File: src/rtl/bec_pkg.sv
package bec_pkg;

   localparam int NUM_BUTTONS_DEF   = 8;
   localparam int HISTORY_DEPTH_DEF = 32;

   localparam int REQ_W       = 2;
   localparam int TIME_W      = 16;
   localparam int KEYS_W      = 8;
   localparam int QCTL_W      = 4;
   localparam int ACT_W       = 3;
   localparam int HELD_W      = 24;
   localparam int KIND_W      = 2;
   localparam int OCTL_W      = 3;
   localparam int TMR_W       = 18;
   localparam int CSR_IDX_W   = 2;
   localparam int CSR_DATA_W  = 16;
   localparam int MAX_RESULTS = 16;
   localparam int NRES_W      = $clog2(MAX_RESULTS + 1);

   localparam logic [REQ_W-1:0] REQ_TICK = 2'd0;
   localparam logic [REQ_W-1:0] REQ_QCUR = 2'd1;
   localparam logic [REQ_W-1:0] REQ_QBUF = 2'd2;

   localparam logic [KIND_W-1:0] KIND_EVENT  = 2'd0;
   localparam logic [KIND_W-1:0] KIND_ANSWER = 2'd1;
   localparam logic [KIND_W-1:0] KIND_EMPTY  = 2'd2;

   localparam logic [ACT_W-1:0] ACT_NONE    = 3'd0;
   localparam logic [ACT_W-1:0] ACT_PRESS   = 3'd1;
   localparam logic [ACT_W-1:0] ACT_HOLD    = 3'd2;
   localparam logic [ACT_W-1:0] ACT_RELEASE = 3'd3;
   localparam logic [ACT_W-1:0] ACT_DOUBLE  = 3'd4;
   localparam logic [ACT_W-1:0] QACT_ANY    = 3'd0;

   localparam logic [QCTL_W-1:0] CTL_NONE = 4'd8;

   localparam logic [CSR_IDX_W-1:0] CSR_LIFE   = 2'd0;
   localparam logic [CSR_IDX_W-1:0] CSR_WINDOW = 2'd1;

   localparam logic [TIME_W-1:0] LIFE_RST   = 16'd512;
   localparam logic [TIME_W-1:0] WINDOW_RST = 16'd256;
   localparam logic [HELD_W-1:0] HELD_MAX   = 24'hFFFFFF;

   typedef enum logic [2:0] {
      ST_IDLE,
      ST_TICK,
      ST_EMPTY,
      ST_ANSWER,
      ST_SCAN_RD,
      ST_SCAN_CMP
   } state_type;

   typedef struct packed {
      logic tick_start;
      logic tick_step;
      logic query_cur;
      logic scan_start;
      logic scan_read;
      logic scan_cmp;
      logic emit_answer;
      logic emit_empty;
   } cmd_type;

   typedef struct packed {
      logic out_free;
      logic slot_active;
      logic slot_last;
      logic emit_ok;
      logic no_events;
      logic scan_end;
   } stat_type;

   function automatic logic ev_match(
      input logic [QCTL_W-1:0] ctl,
      input logic [ACT_W-1:0]  act,
      input logic [HELD_W-1:0] held,
      input logic [QCTL_W-1:0] qc,
      input logic [ACT_W-1:0]  qa,
      input logic              anyh,
      input logic [HELD_W-1:0] minh
   );
      return (qc == ctl) && (qa == QACT_ANY || qa == act) && (anyh || minh <= held);
   endfunction

endpackage

File: src/rtl/bec_ctrl.sv
module bec_ctrl
   import bec_pkg::*;
(
   input  logic             clock,
   input  logic             reset,
   input  logic             req_valid,
   input  logic [REQ_W-1:0] req_type,
   input  stat_type         stat,
   output logic             req_ready,
   output cmd_type          cmd
);

   state_type state_ff, state_in;
   logic      tick_stall;

   assign tick_stall = stat.slot_active && stat.emit_ok && !stat.out_free;

   always_ff @(posedge clock) begin
      if (reset) begin
         state_ff <= ST_IDLE;
      end else begin
         state_ff <= state_in;
      end
   end

   always_comb begin
      state_in = state_ff;
      unique case (state_ff)
         ST_IDLE: begin
            if (req_valid) begin
               unique case (req_type)
                  REQ_TICK: state_in = ST_TICK;
                  REQ_QCUR: state_in = ST_ANSWER;
                  REQ_QBUF: state_in = ST_SCAN_RD;
                  default:  state_in = ST_IDLE;
               endcase
            end
         end
         ST_TICK: begin
            if (!tick_stall && stat.slot_last) begin
               state_in = stat.no_events ? ST_EMPTY : ST_IDLE;
            end
         end
         ST_EMPTY: begin
            if (stat.out_free) state_in = ST_IDLE;
         end
         ST_ANSWER: begin
            if (stat.out_free) state_in = ST_IDLE;
         end
         ST_SCAN_RD: begin
            state_in = stat.scan_end ? ST_ANSWER : ST_SCAN_CMP;
         end
         ST_SCAN_CMP: begin
            state_in = ST_SCAN_RD;
         end
         default: state_in = ST_IDLE;
      endcase
   end

   always_comb begin
      req_ready       = (state_ff == ST_IDLE);
      cmd             = '0;
      cmd.tick_start  = (state_ff == ST_IDLE) && req_valid && (req_type == REQ_TICK);
      cmd.query_cur   = (state_ff == ST_IDLE) && req_valid && (req_type == REQ_QCUR);
      cmd.scan_start  = (state_ff == ST_IDLE) && req_valid && (req_type == REQ_QBUF);
      cmd.tick_step   = (state_ff == ST_TICK) && !tick_stall;
      cmd.emit_empty  = (state_ff == ST_EMPTY) && stat.out_free;
      cmd.emit_answer = (state_ff == ST_ANSWER) && stat.out_free;
      cmd.scan_read   = (state_ff == ST_SCAN_RD) && !stat.scan_end;
      cmd.scan_cmp    = (state_ff == ST_SCAN_CMP);
   end

endmodule

File: src/rtl/bec_datapath.sv
module bec_datapath
   import bec_pkg::*;
#(
   parameter int NUM_BUTTONS   = NUM_BUTTONS_DEF,
   parameter int HISTORY_DEPTH = HISTORY_DEPTH_DEF
) (
   input  logic                  clock,
   input  logic                  reset,
   input  cmd_type               cmd,
   output stat_type              stat,
   input  logic                  csr_valid,
   input  logic [CSR_IDX_W-1:0]  csr_index,
   input  logic [CSR_DATA_W-1:0] csr_wdata,
   input  logic [TIME_W-1:0]     req_tick_time,
   input  logic [KEYS_W-1:0]     req_keys_down,
   input  logic [QCTL_W-1:0]     req_query_control,
   input  logic [ACT_W-1:0]      req_query_action,
   input  logic                  req_any_held,
   input  logic [HELD_W-1:0]     req_min_held,
   input  logic                  rsp_ready,
   output logic                  rsp_valid,
   output logic [KIND_W-1:0]     rsp_result_kind,
   output logic [OCTL_W-1:0]     rsp_event_control,
   output logic [ACT_W-1:0]      rsp_event_action,
   output logic [HELD_W-1:0]     rsp_event_held,
   output logic                  rsp_match,
   output logic                  rsp_buffer_dropped,
   output logic                  rsp_last
);

   localparam int BTN_W  = (NUM_BUTTONS > 1) ? $clog2(NUM_BUTTONS) : 1;
   localparam int NSLOT  = 2 * NUM_BUTTONS;
   localparam int SLOT_W = BTN_W + 1;
   localparam int AW     = $clog2(HISTORY_DEPTH);
   localparam int CW     = AW + 1;
   localparam int ENT_W  = BTN_W + ACT_W + HELD_W;

   logic [TIME_W-1:0]       life_ff, window_ff;
   logic [ACT_W-1:0]        act_ff  [NUM_BUTTONS];
   logic                    dbl_ff  [NUM_BUTTONS];
   logic [HELD_W-1:0]       held_ff [NUM_BUTTONS];
   logic [ACT_W-1:0]        act_in  [NUM_BUTTONS];
   logic                    dbl_in  [NUM_BUTTONS];
   logic [HELD_W-1:0]       held_in [NUM_BUTTONS];
   logic [NSLOT-1:0]        mask_in, mask_ff;
   logic [CW-1:0]           count_ff, j_ff;
   logic signed [TMR_W-1:0] timer_ff;
   logic                    last_valid_ff;
   logic [BTN_W-1:0]        last_ctl_ff;
   logic [ACT_W-1:0]        last_act_ff;
   logic [SLOT_W-1:0]       slot_ff;
   logic [NRES_W-1:0]       n_ff;
   logic [QCTL_W-1:0]       qctl_ff;
   logic [ACT_W-1:0]        qact_ff;
   logic                    qany_ff;
   logic [HELD_W-1:0]       qmin_ff;
   logic                    match_ff;
   logic [ENT_W-1:0]        mem [HISTORY_DEPTH];
   logic [ENT_W-1:0]        rd_ff;
   logic                    rsp_valid_ff;

   logic [NUM_BUTTONS+KEYS_W-1:0] keys_ext;
   logic signed [TMR_W-1:0] age, tmr_dec;
   logic                    in_window;
   logic [BTN_W-1:0]        sbtn;
   logic [ACT_W-1:0]        sact;
   logic [HELD_W-1:0]       sheld;
   logic [NSLOT-1:0]        rest;
   logic                    more_after, full, step_emit, wr_en;
   logic [BTN_W-1:0]        qi;
   logic                    q_inrange, cur_match, scan_hit;

   assign keys_ext  = {{NUM_BUTTONS{1'b0}}, req_keys_down};
   assign age       = $signed({2'b00, life_ff}) - timer_ff;
   assign in_window = age < $signed({2'b00, window_ff});
   assign tmr_dec   = timer_ff - $signed({2'b00, req_tick_time});

   always_comb begin
      logic                down, was, rel_before;
      logic [HELD_W:0]     sum;
      for (int i = 0; i < NUM_BUTTONS; i++) begin
         down       = keys_ext[i];
         was        = (act_ff[i] != ACT_NONE) && (act_ff[i] != ACT_RELEASE);
         sum        = {1'b0, held_ff[i]} + {{(HELD_W+1-TIME_W){1'b0}}, req_tick_time};
         rel_before = last_valid_ff && (last_ctl_ff == BTN_W'(i)) &&
                      (last_act_ff == ACT_RELEASE);
         act_in[i]  = ACT_NONE;
         dbl_in[i]  = 1'b0;
         if (down && was) begin
            act_in[i] = ACT_HOLD;
         end else if (!down && was) begin
            act_in[i] = ACT_RELEASE;
         end else if (down) begin
            act_in[i] = ACT_PRESS;
            dbl_in[i] = rel_before && in_window;
         end
         held_in[i]       = (act_in[i] == ACT_NONE) ? '0 :
                            (sum[HELD_W] ? HELD_MAX : sum[HELD_W-1:0]);
         mask_in[2*i]     = (act_in[i] != ACT_NONE);
         mask_in[2*i + 1] = dbl_in[i];
      end
   end

   assign sbtn       = slot_ff[SLOT_W-1:1];
   assign sact       = slot_ff[0] ? ACT_DOUBLE : act_ff[sbtn];
   assign sheld      = held_ff[sbtn];
   assign rest       = mask_ff >> slot_ff;
   assign more_after = |rest[NSLOT-1:1];
   assign full       = (count_ff == CW'(HISTORY_DEPTH));
   assign step_emit  = cmd.tick_step && mask_ff[slot_ff] && (n_ff < NRES_W'(MAX_RESULTS));
   assign wr_en      = cmd.tick_step && mask_ff[slot_ff] && !full;

   assign qi        = req_query_control[BTN_W-1:0];
   assign q_inrange = ({1'b0, req_query_control} < (QCTL_W+1)'(NUM_BUTTONS));
   assign cur_match = (req_query_control == CTL_NONE) ||
      (q_inrange && act_ff[qi] != ACT_NONE &&
       (ev_match(req_query_control, act_ff[qi], held_ff[qi], req_query_control,
                 req_query_action, req_any_held, req_min_held) ||
        (dbl_ff[qi] &&
         ev_match(req_query_control, ACT_DOUBLE, held_ff[qi], req_query_control,
                  req_query_action, req_any_held, req_min_held))));
   assign scan_hit  = ev_match(QCTL_W'(rd_ff[ENT_W-1 -: BTN_W]),
                               rd_ff[HELD_W +: ACT_W], rd_ff[HELD_W-1:0],
                               qctl_ff, qact_ff, qany_ff, qmin_ff);

   always_comb begin
      stat             = '0;
      stat.out_free    = !rsp_valid_ff || rsp_ready;
      stat.slot_active = mask_ff[slot_ff];
      stat.slot_last   = (slot_ff == SLOT_W'(NSLOT - 1));
      stat.emit_ok     = (n_ff < NRES_W'(MAX_RESULTS));
      stat.no_events   = (mask_ff == '0);
      stat.scan_end    = match_ff || (j_ff >= count_ff);
   end

   always_ff @(posedge clock) begin
      if (wr_en) begin
         mem[count_ff[AW-1:0]] <= {sbtn, sact, sheld};
      end
      if (cmd.scan_read) begin
         rd_ff <= mem[j_ff[AW-1:0]];
      end
   end

   always_ff @(posedge clock) begin
      if (reset) begin
         life_ff       <= LIFE_RST;
         window_ff     <= WINDOW_RST;
         count_ff      <= '0;
         timer_ff      <= $signed({2'b00, LIFE_RST});
         last_valid_ff <= 1'b0;
         last_ctl_ff   <= '0;
         last_act_ff   <= ACT_NONE;
         mask_ff       <= '0;
         slot_ff       <= '0;
         n_ff          <= '0;
         j_ff          <= '0;
         match_ff      <= 1'b0;
         rsp_valid_ff  <= 1'b0;
         for (int i = 0; i < NUM_BUTTONS; i++) begin
            act_ff[i]  <= ACT_NONE;
            dbl_ff[i]  <= 1'b0;
            held_ff[i] <= '0;
         end
      end else begin
         if (csr_valid && csr_index == CSR_LIFE)   life_ff   <= csr_wdata;
         if (csr_valid && csr_index == CSR_WINDOW) window_ff <= csr_wdata;

         if (cmd.tick_start) begin
            for (int i = 0; i < NUM_BUTTONS; i++) begin
               act_ff[i]  <= act_in[i];
               dbl_ff[i]  <= dbl_in[i];
               held_ff[i] <= held_in[i];
            end
            mask_ff <= mask_in;
            slot_ff <= '0;
            n_ff    <= '0;
            if (tmr_dec < 0) begin
               count_ff      <= '0;
               last_valid_ff <= 1'b0;
               timer_ff      <= $signed({2'b00, life_ff});
            end else begin
               timer_ff <= tmr_dec;
            end
         end

         if (cmd.tick_step) begin
            slot_ff <= slot_ff + SLOT_W'(1);
            if (mask_ff[slot_ff]) begin
               timer_ff <= $signed({2'b00, life_ff});
               if (!full) begin
                  count_ff      <= count_ff + CW'(1);
                  last_valid_ff <= 1'b1;
                  last_ctl_ff   <= sbtn;
                  last_act_ff   <= sact;
               end
            end
            if (step_emit) n_ff <= n_ff + NRES_W'(1);
         end

         if (cmd.query_cur) match_ff <= cur_match;
         if (cmd.scan_start) begin
            match_ff <= (req_query_control == CTL_NONE);
            j_ff     <= '0;
         end
         if (cmd.scan_cmp) begin
            match_ff <= match_ff | scan_hit;
            j_ff     <= j_ff + CW'(1);
         end

         if (step_emit || cmd.emit_answer || cmd.emit_empty) begin
            rsp_valid_ff <= 1'b1;
         end else if (rsp_ready) begin
            rsp_valid_ff <= 1'b0;
         end
      end
   end

   always_ff @(posedge clock) begin
      if (cmd.scan_start) begin
         qctl_ff <= req_query_control;
         qact_ff <= req_query_action;
         qany_ff <= req_any_held;
         qmin_ff <= req_min_held;
      end
      if (step_emit) begin
         rsp_result_kind    <= KIND_EVENT;
         rsp_event_control  <= OCTL_W'(sbtn);
         rsp_event_action   <= sact;
         rsp_event_held     <= sheld;
         rsp_match          <= 1'b0;
         rsp_buffer_dropped <= full;
         rsp_last           <= !more_after || (n_ff == NRES_W'(MAX_RESULTS - 1));
      end else if (cmd.emit_answer || cmd.emit_empty) begin
         rsp_result_kind    <= cmd.emit_answer ? KIND_ANSWER : KIND_EMPTY;
         rsp_event_control  <= '0;
         rsp_event_action   <= ACT_NONE;
         rsp_event_held     <= '0;
         rsp_match          <= cmd.emit_answer && match_ff;
         rsp_buffer_dropped <= 1'b0;
         rsp_last           <= 1'b1;
      end
   end

   assign rsp_valid = rsp_valid_ff;

`ifndef ASSERT_OFF
   a_count_bound: assert property (@(posedge clock) disable iff (reset)
      count_ff <= CW'(HISTORY_DEPTH))
      else $error("history count beyond depth");

   a_timer_nonneg: assert property (@(posedge clock) disable iff (reset)
      !timer_ff[TMR_W-1])
      else $error("history timer negative");

   a_emit_free: assert property (@(posedge clock) disable iff (reset)
      (step_emit || cmd.emit_answer || cmd.emit_empty) |-> (!rsp_valid_ff || rsp_ready))
      else $error("result overwritten before taken");

   a_store_resets_timer: assert property (@(posedge clock) disable iff (reset)
      wr_en |=> (timer_ff == $signed({2'b00, $past(life_ff)})))
      else $error("timer not reloaded on new event");
`endif

endmodule

File: src/rtl/button_event_classifier_top.sv
// Channel   Handshake              Payload
// req       req_valid/req_ready    req_type, tick_time, keys_down, query_*, any_held, min_held
// rsp       rsp_valid/rsp_ready    result_kind, event_*, match, buffer_dropped, last
// csr       csr_valid/csr_ready    csr_index, csr_wdata (ready always high)
//
// One request at a time. A tick walks 2*NUM_BUTTONS event slots, one a cycle unless a stalled
// rsp holds the walk; a tick that finds no events then gives one empty-tick result.
// A current-event query gives one answer; a buffered query reads stored entries one by one
// from the history memory port until a match or the end of the stored entries.
// Synchronous reset; no clearing pass. A stalled rsp holds the walk at the next emitting slot.
module button_event_classifier_top
   import bec_pkg::*;
#(
   parameter int NUM_BUTTONS   = NUM_BUTTONS_DEF,
   parameter int HISTORY_DEPTH = HISTORY_DEPTH_DEF
) (
   input  logic                  clock,
   input  logic                  reset,
   input  logic                  req_valid,
   output logic                  req_ready,
   input  logic [REQ_W-1:0]      req_type,
   input  logic [TIME_W-1:0]     req_tick_time,
   input  logic [KEYS_W-1:0]     req_keys_down,
   input  logic [QCTL_W-1:0]     req_query_control,
   input  logic [ACT_W-1:0]      req_query_action,
   input  logic                  req_any_held,
   input  logic [HELD_W-1:0]     req_min_held,
   output logic                  rsp_valid,
   input  logic                  rsp_ready,
   output logic [KIND_W-1:0]     rsp_result_kind,
   output logic [OCTL_W-1:0]     rsp_event_control,
   output logic [ACT_W-1:0]      rsp_event_action,
   output logic [HELD_W-1:0]     rsp_event_held,
   output logic                  rsp_match,
   output logic                  rsp_buffer_dropped,
   output logic                  rsp_last,
   input  logic                  csr_valid,
   output logic                  csr_ready,
   input  logic [CSR_IDX_W-1:0]  csr_index,
   input  logic [CSR_DATA_W-1:0] csr_wdata
);

   cmd_type  cmd;
   stat_type stat;

   assign csr_ready = 1'b1;

   bec_ctrl u_ctrl (
      .clock     (clock),
      .reset     (reset),
      .req_valid (req_valid),
      .req_type  (req_type),
      .stat      (stat),
      .req_ready (req_ready),
      .cmd       (cmd)
   );

   bec_datapath #(
      .NUM_BUTTONS   (NUM_BUTTONS),
      .HISTORY_DEPTH (HISTORY_DEPTH)
   ) u_datapath (
      .clock              (clock),
      .reset              (reset),
      .cmd                (cmd),
      .stat               (stat),
      .csr_valid          (csr_valid),
      .csr_index          (csr_index),
      .csr_wdata          (csr_wdata),
      .req_tick_time      (req_tick_time),
      .req_keys_down      (req_keys_down),
      .req_query_control  (req_query_control),
      .req_query_action   (req_query_action),
      .req_any_held       (req_any_held),
      .req_min_held       (req_min_held),
      .rsp_ready          (rsp_ready),
      .rsp_valid          (rsp_valid),
      .rsp_result_kind    (rsp_result_kind),
      .rsp_event_control  (rsp_event_control),
      .rsp_event_action   (rsp_event_action),
      .rsp_event_held     (rsp_event_held),
      .rsp_match          (rsp_match),
      .rsp_buffer_dropped (rsp_buffer_dropped),
      .rsp_last           (rsp_last)
   );

endmodule
File: config.mk
export PLATFORM = sky130hd
export DESIGN_NAME = button_event_classifier_top
export DESIGN_NICKNAME = d
export VERILOG_FILES = /design/src/rtl/bec_pkg.sv /design/src/rtl/bec_ctrl.sv /design/src/rtl/bec_datapath.sv /design/src/rtl/button_event_classifier_top.sv
export SDC_FILE = /design/constraint.sdc
export NUM_CORES = 2
export LEC_CHECK = 0
export BUFFER_PORTS_ARGS = -buffer_cell sky130_fd_sc_hd__buf_2
export CORE_ASPECT_RATIO = 1.25
export CORE_MARGIN = 8
export CORE_UTILIZATION = 63
export DETAILED_ROUTE_END_ITERATION = 16
export PLACE_DENSITY = 0.8
export SETUP_SLACK_MARGIN = 0.3
export SLEW_MARGIN = 20
export SYNTH_ARGS = -nofsm -noshare
export SYNTH_HDL_FRONTEND = slang
export SYNTH_SLANG_ARGS = --single-unit
File: constraint.sdc
create_clock -name clock -period 8 [get_ports clock]
set_input_delay 0 -clock clock [delete_from_list [all_inputs] [get_ports clock]]
set_output_delay 0 -clock clock [all_outputs]
set_load 0.02 [all_outputs]
-- Yosys cells after proc, flatten, opt, wreduce, memory -nomap -nowiden
Memories as Yosys holds them, arrays and structs flattened. A register that Yosys moved wholly into a read port is not among the register bits.
Cells that the tools add are included.
- register bits: 166
- latch bits: 0
- RAM bits: 1184
- memory bits (read-only): 0
- input port bits: 81
- output and inout port bits: 38
- memories kept: 4
- memories (memory ; depth ; bits a word ; read ports ; clocked after Yosys merged registers in ; wr ports ; line ; source):
    u_datapath.mem ; 32 ; 30 ; 1 ; 1 ; 1 ; bec_datapath.sv:58 ; logic [ENT_W-1:0] mem [HISTORY_DEPTH];
    u_datapath.held_ff ; 8 ; 24 ; 10 ; 1 ; 8 ; bec_datapath.sv:41 ; logic [HELD_W-1:0] held_ff [NUM_BUTTONS];
    u_datapath.act_ff ; 8 ; 3 ; 10 ; 1 ; 8 ; bec_datapath.sv:39 ; logic [ACT_W-1:0] act_ff [NUM_BUTTONS];
    u_datapath.dbl_ff ; 8 ; 1 ; 1 ; 0 ; 8 ; bec_datapath.sv:40 ; logic dbl_ff [NUM_BUTTONS];
- add/sub/neg operators: 14
- $mul: 0
- div/mod/pow operators: 0
- magnitude comparators: 8
- equality and inequality tests: 35
- shift operators: 1
- multiplexer cells: 145
- bitwise operators: 26
- reductions and logical operators: 140
- operators with widths (kind ; count):
    24-bit two-way mux ; 26
    24-bit by 16-bit adder with 25-bit output ; 8
    3-bit two-way mux ; 36
    1-bit logical AND ; 72
    18-bit two-way mux ; 4
    1-bit two-way mux ; 62
    3-bit nonzero test ; 18
    24-bit <= comparator ; 2
    6-bit two-way mux ; 7
    3-bit zero test ; 12
    1-bit bitwise OR ; 25
    3-bit by 2-bit inequality test with 1-bit output, second input constant ; 8
    3-bit equality test, second input constant ; 7
    18-bit by 1-bit < comparator with 1-bit output, second input constant ; 1
    18-bit by 17-bit < comparator with 1-bit output ; 1
    17-bit by 18-bit subtractor with 18-bit output ; 1
    18-bit by 17-bit subtractor with 18-bit output ; 1
    16-bit zero test ; 1
    16-bit by 4-bit right shift with 16-bit output ; 1
    3-bit by 2-bit equality test with 1-bit output, second input constant ; 5
    5-bit two-way mux ; 3
    3-bit one-hot mux with 5 select lines ; 1
    15-bit OR reduction ; 1
    1-bit zero test ; 14
    27 further kinds ; 52

-- Logic depth before layout (Yosys ltp)
- depth in word-level cells: 11
- gate-level depth with buffers: 21

-- Cells and area by module
From an unflattened synthesis, not the netlist that was laid out.
- cells, all modules: 4298
- area total of the unflattened synthesis: 65816.9 µm²
- modules (own cells, without submodules) (module ; times used ; cells each ; area an instance (µm²)):
    bec_datapath ; 1 ; 4254 ; 65490.3
    bec_ctrl ; 1 ; 42 ; 315.3
    button_event_classifier_top ; 1 ; 2 ; 11.3

-- Worst setup path before layout
Ideal clock, no wire load.
- path kind: register -> register
- start point: register u_ctrl.state_ff[2]
- end point: memory u_datapath.act_ff[0][0] (enable)
- data arrival time: 6501 ps
- required time: 7432 ps
- slack: 931 ps
- cell stages (with the launch flop): 8
- buffers on the path: 2
- period minus slack after synthesis: 7069 ps
- path through: dfxtp_1 -> nor3_1 -> nand2_1 -> nor3_1 -> nor2_1 -> clkbuf_1 -> clkbuf_1 -> inv_1
- RTL lines (element ; line ; source):
    start: declaration ; bec_ctrl.sv:13 ; state_type state_ff, state_in;
    start signal: assignment ; bec_ctrl.sv:22 ; state_ff <= state_in;
    end: declaration ; bec_datapath.sv:39 ;

-- Worst setup path after layout
- start point: register u_datapath.slot_ff[0]
- end point: memory u_datapath.mem[28][6] in the netlist's numbering (enable)
- longest elaborated chain between the ends: 10
- RTL lines (element ; line ; source):
    start: declaration ; bec_datapath.sv:51 ; logic [SLOT_W-1:0] slot_ff;
    start signal: assignment ; bec_datapath.sv:188 ; slot_ff <= slot_ff + SLOT_W'(1);
    1-bit binary-select mux with 4-bit select * ; bec_datapath.sv:111, bec_datapath.sv:129 ;
    1-bit two-way mux (implied by the code) * ; bec_datapath.sv:111, bec_datapath.sv:129 ;
    1-bit logical AND (2 in series) ; bec_ctrl.sv:16 ; assign tick_stall = stat.slot_active && stat.emit_ok && !stat.out_free;
    1-bit zero test ; bec_ctrl.sv:66 ; cmd.tick_step = (state_ff == ST_TICK) && !tick_stall;
    1-bit logical AND ; bec_ctrl.sv:66 ;
    1-bit logical AND * (2 in series) ; bec_datapath.sv:111 ; assign wr_en = cmd.tick_step && mask_ff[slot_ff] && !full;
    1-bit two-way mux * ; bec_datapath.sv:137 ; if (wr_en) begin
    1-bit two-way mux (implied by the code) * ; bec_datapath.sv:138 ; mem[count_ff[AW-1:0]] <= {sbtn, sact, sheld};
    end: declaration ; bec_datapath.sv:58 ;
Every way passes the cells marked *; elsewhere a longest branch is shown, timed or not. The select of a mux whose other input is x is not followed.

==> run summary <==
TNS Setup: 0 ns
placed cell areas: 68100 um^2
Max clock buf depth: 3
slowest CP cell: nor2_4
GPL Wtd Cong: 0.930
Yosys top cell by area: edfxtp_1
Sink Count: 1375
fraction of registers with async set/reset: 0%
status: finished, final reports clean
die area: 115000 um^2
TritonCTS buffer count: 133
Setup crit end kind: flop
Initial Utilization: 63.4%
Max Clock Skew: 0.0342 ns
Yosys reg bits: 1375
initial antenna violation count: 7
final setup vio count: 0
DRC Markers: 0
syn_nets: 4632
crit-path max cell delay: 0.94 ns
top cells by area, synth: edfxtp_1 58%, mux4_2 14%, ha_1 5.0%, dfxtp_1 3.2%, a21oi_1 2.5%
Detail Route Antenna Nets: 0
top cell type's share of synthesized area: 58.0%
vias: 41969
total power draw: 16.1 mW
max_cap viols: 0
Finished Layout Cells: 5963
first-pass GRT wire length: 271000 um
static leakage power: 25.3 nW
post-route clock period utilization: 64.8%
largest net degree at the start of global routing: 158
Worst-Skew Late Latency: 0.79 ns
register area share after synthesis: 61.2%
cell family with most CP delay: simple AND/OR/NAND/NOR gates
post-placement setup slack: 3.12 ns
Cell Area, Synth: 65700 um^2
Die H: 377 um
Req. time, crit path: 8.43 ns
vias per std cell: 7.04
Post-Route WL: 188000 um
peak supply drop: 184 uV
share of layout cells above drive strength 1: 19.7%
pwr dens: 218 nW/um^2
die width: 305 um
Worst Max-Slew Pin Slew: 1.18 ns
drt wl/cell: 31.5 um
Area Overhead vs Synth: 12.0%
CTS tree: done
Final nets: 4872
post-CTS sizing: 0
final hold vios: 0
cell area after layout: 73600 um^2
clock-pin slew of the registers on the worst-case setup and hold paths: 0.07 ns
post-synthesis cell count: 4280
core area: 104000 um^2
hpwl dp: 114000 um
Synth cell types: 82
Placed Cells: 5608
All-Layer GR Usage: 31.8%
Initial DRC Count: 5338
std cell rows: 132
CP cell instances: buf_4, mux4_1, mux4_2, nand3b_4, and2b_1, nand2_1, nor2_4, buf_4
RSZ-0062 raised after global routing: no
crit start category: flop
clock root cell: clkbuf_16
synth warn: 0
EDFF count, synth: 1270
fin. max-slew vios: 0
critical path arrival: 5.61 ns
Hold WC Path Type: input pin to flop
Final Util: 71.0%
Setup Crit Path Kind: flop to flop
top post-synthesis cells by count: 1270 x edfxtp_1, 407 x mux4_2, 327 x a21oi_1
minimum clock period: 5.19 ns
critical path peak fanout: 36
Buf/Inv on CP: 2
antenna cells: 0
Syn Area/Cell: 15.4 um^2
fin worst setup slack: 2.81 ns
Worst slew margin: 21.3%
hold_ws: 0.0441 ns
crit-path most repeated cell: buf_4
most common cell in the netlist: edfxtp_1
Peak Freq: 0.193 GHz
1st-pass router iterations: 6
H-tree depth: 4
vias in the first global route: 41956
dominant synthesized flop cell: edfxtp_1
I/O Buffers: 117
GR Overflow Total: 0
# fillers: 6242
Ports: 119
[kinds of logic (layout without fill, tap and decap cells)]
kind of cell / Yosys count / after routing / share of synthesized area (%)
other cells: 1 / 1 / 0.00571
mux: 515 / 515 / 15.8
xor+xnor: 147 / 147 / 1.96
buf+inv: 351 / 694 / 2.05
fa+ha+maj: 271 / 271 / 5.28
simple gates: 858 / 858 / 6.40
compound gates: 762 / 762 / 7.26
flops: 1375 / 1375 / 61.2
[worst reg2reg max path: cells and delay by family, from the launching register on]
| family | cells | cell delay, ns |
|---|---|---|
| simple gates | 4 | 2.49 |
| mux | 2 | 0.63 |
| buf+inv | 2 | 0.92 |
| flops | 1 | 0.79 |
[power breakdown]
part           leakage [nW]  switching, mW  internal, mW
Clock                  2.03           2.86          3.42
Sequential             12.7          0.140          8.01
Combinational          10.6          0.964         0.658
[sequential cells by signal, summed over array words and instances (netlist names), 5 cells and up, named ones only]
| name | flops |
|---|---|
| u_datapath.mem | 960 |
| u_datapath.act_ff | 16 |
| u_datapath.dbl_ff | 8 |
| u_datapath.held_ff | 192 |
| u_datapath.count_ff | 6 |
| u_datapath.n_ff | 5 |
| u_datapath.timer_ff | 18 |
| u_datapath.rsp_event_held | 24 |
| u_datapath.rd_ff | 30 |
| u_datapath.window_ff | 16 |
| u_datapath.mask_ff | 16 |
| u_datapath.life_ff | 16 |
| u_datapath.j_ff | 6 |
| u_datapath.qmin_ff | 24 |
[layer usage]
metal | global-route usage, % | vias up | routed length (um)
met1 | 38.7 | 21090 | 64100
li1 | - | 17458 | -
met2 | 54.2 | 2878 | 94400
met4 | 16.1 | 0 | 10900
met5 | 0 | - | 0
met3 | 6.28 | 543 | 18300
[placed cells by master, fill, tap and decap left out, types with 21 or more instances in the layout]
master and n:
o21a_1 32, mux4_2 407, clkinv_1 25, inv_1 160, buf_4 51, clkbuf_1 27, clkbuf_16 136, a31oi_1 33
a21o_1 66, nor2b_1 58, ha_1 261, nor2_4 32, o21ai_0 116, edfxtp_1 1270, dfxtp_1 98, mux2i_1 46
clkinv_2 21, buf_2 116, xor2_1 64, and2_1 30, nand2_1 213, nand3_1 66, a21oi_1 327, xnor2_1 83
nor3_1 60, a211oi_1 31, mux2_2 58, nand2b_1 24, nor2_1 196, nand4_1 31, and3_1 60, dlygate4sd3_1 110
[final cells by class]
type                            instances  area [um^2]  area share, %
Clock buffer                          165         3530           4.80
Timing Repair Buffer                  294         2460           3.34
Clock inverter                         73          649          0.883
Inverter                              162          616          0.837
Tap cell                             1340         1680           2.28
Sequential cell                      1375        40300           54.7
Multi-Input combinational cell       2554        24400           33.1
[worst paths after layout]
path                                                start  slack [ns]                        end  depth (start not counted)
worst min-delay path                  req_query_action[1]        0.04      u_datapath.qact_ff[1]                          2
worst max register to register      u_datapath.slot_ff[0]        2.81      u_datapath.mem[28][6]                          8
worst min register to register  u_datapath.last_act_ff[0]        0.46  u_datapath.last_act_ff[0]                          2
worst max-delay path                u_datapath.slot_ff[0]        2.81      u_datapath.mem[28][6]                          8
[repair_timing]
item	in CTS	in global routing
buffers inserted	0	0
hold buffers	110	0
hold endpoints to repair	120	0
No activity file was read; power rests on OpenSTA's default activity.
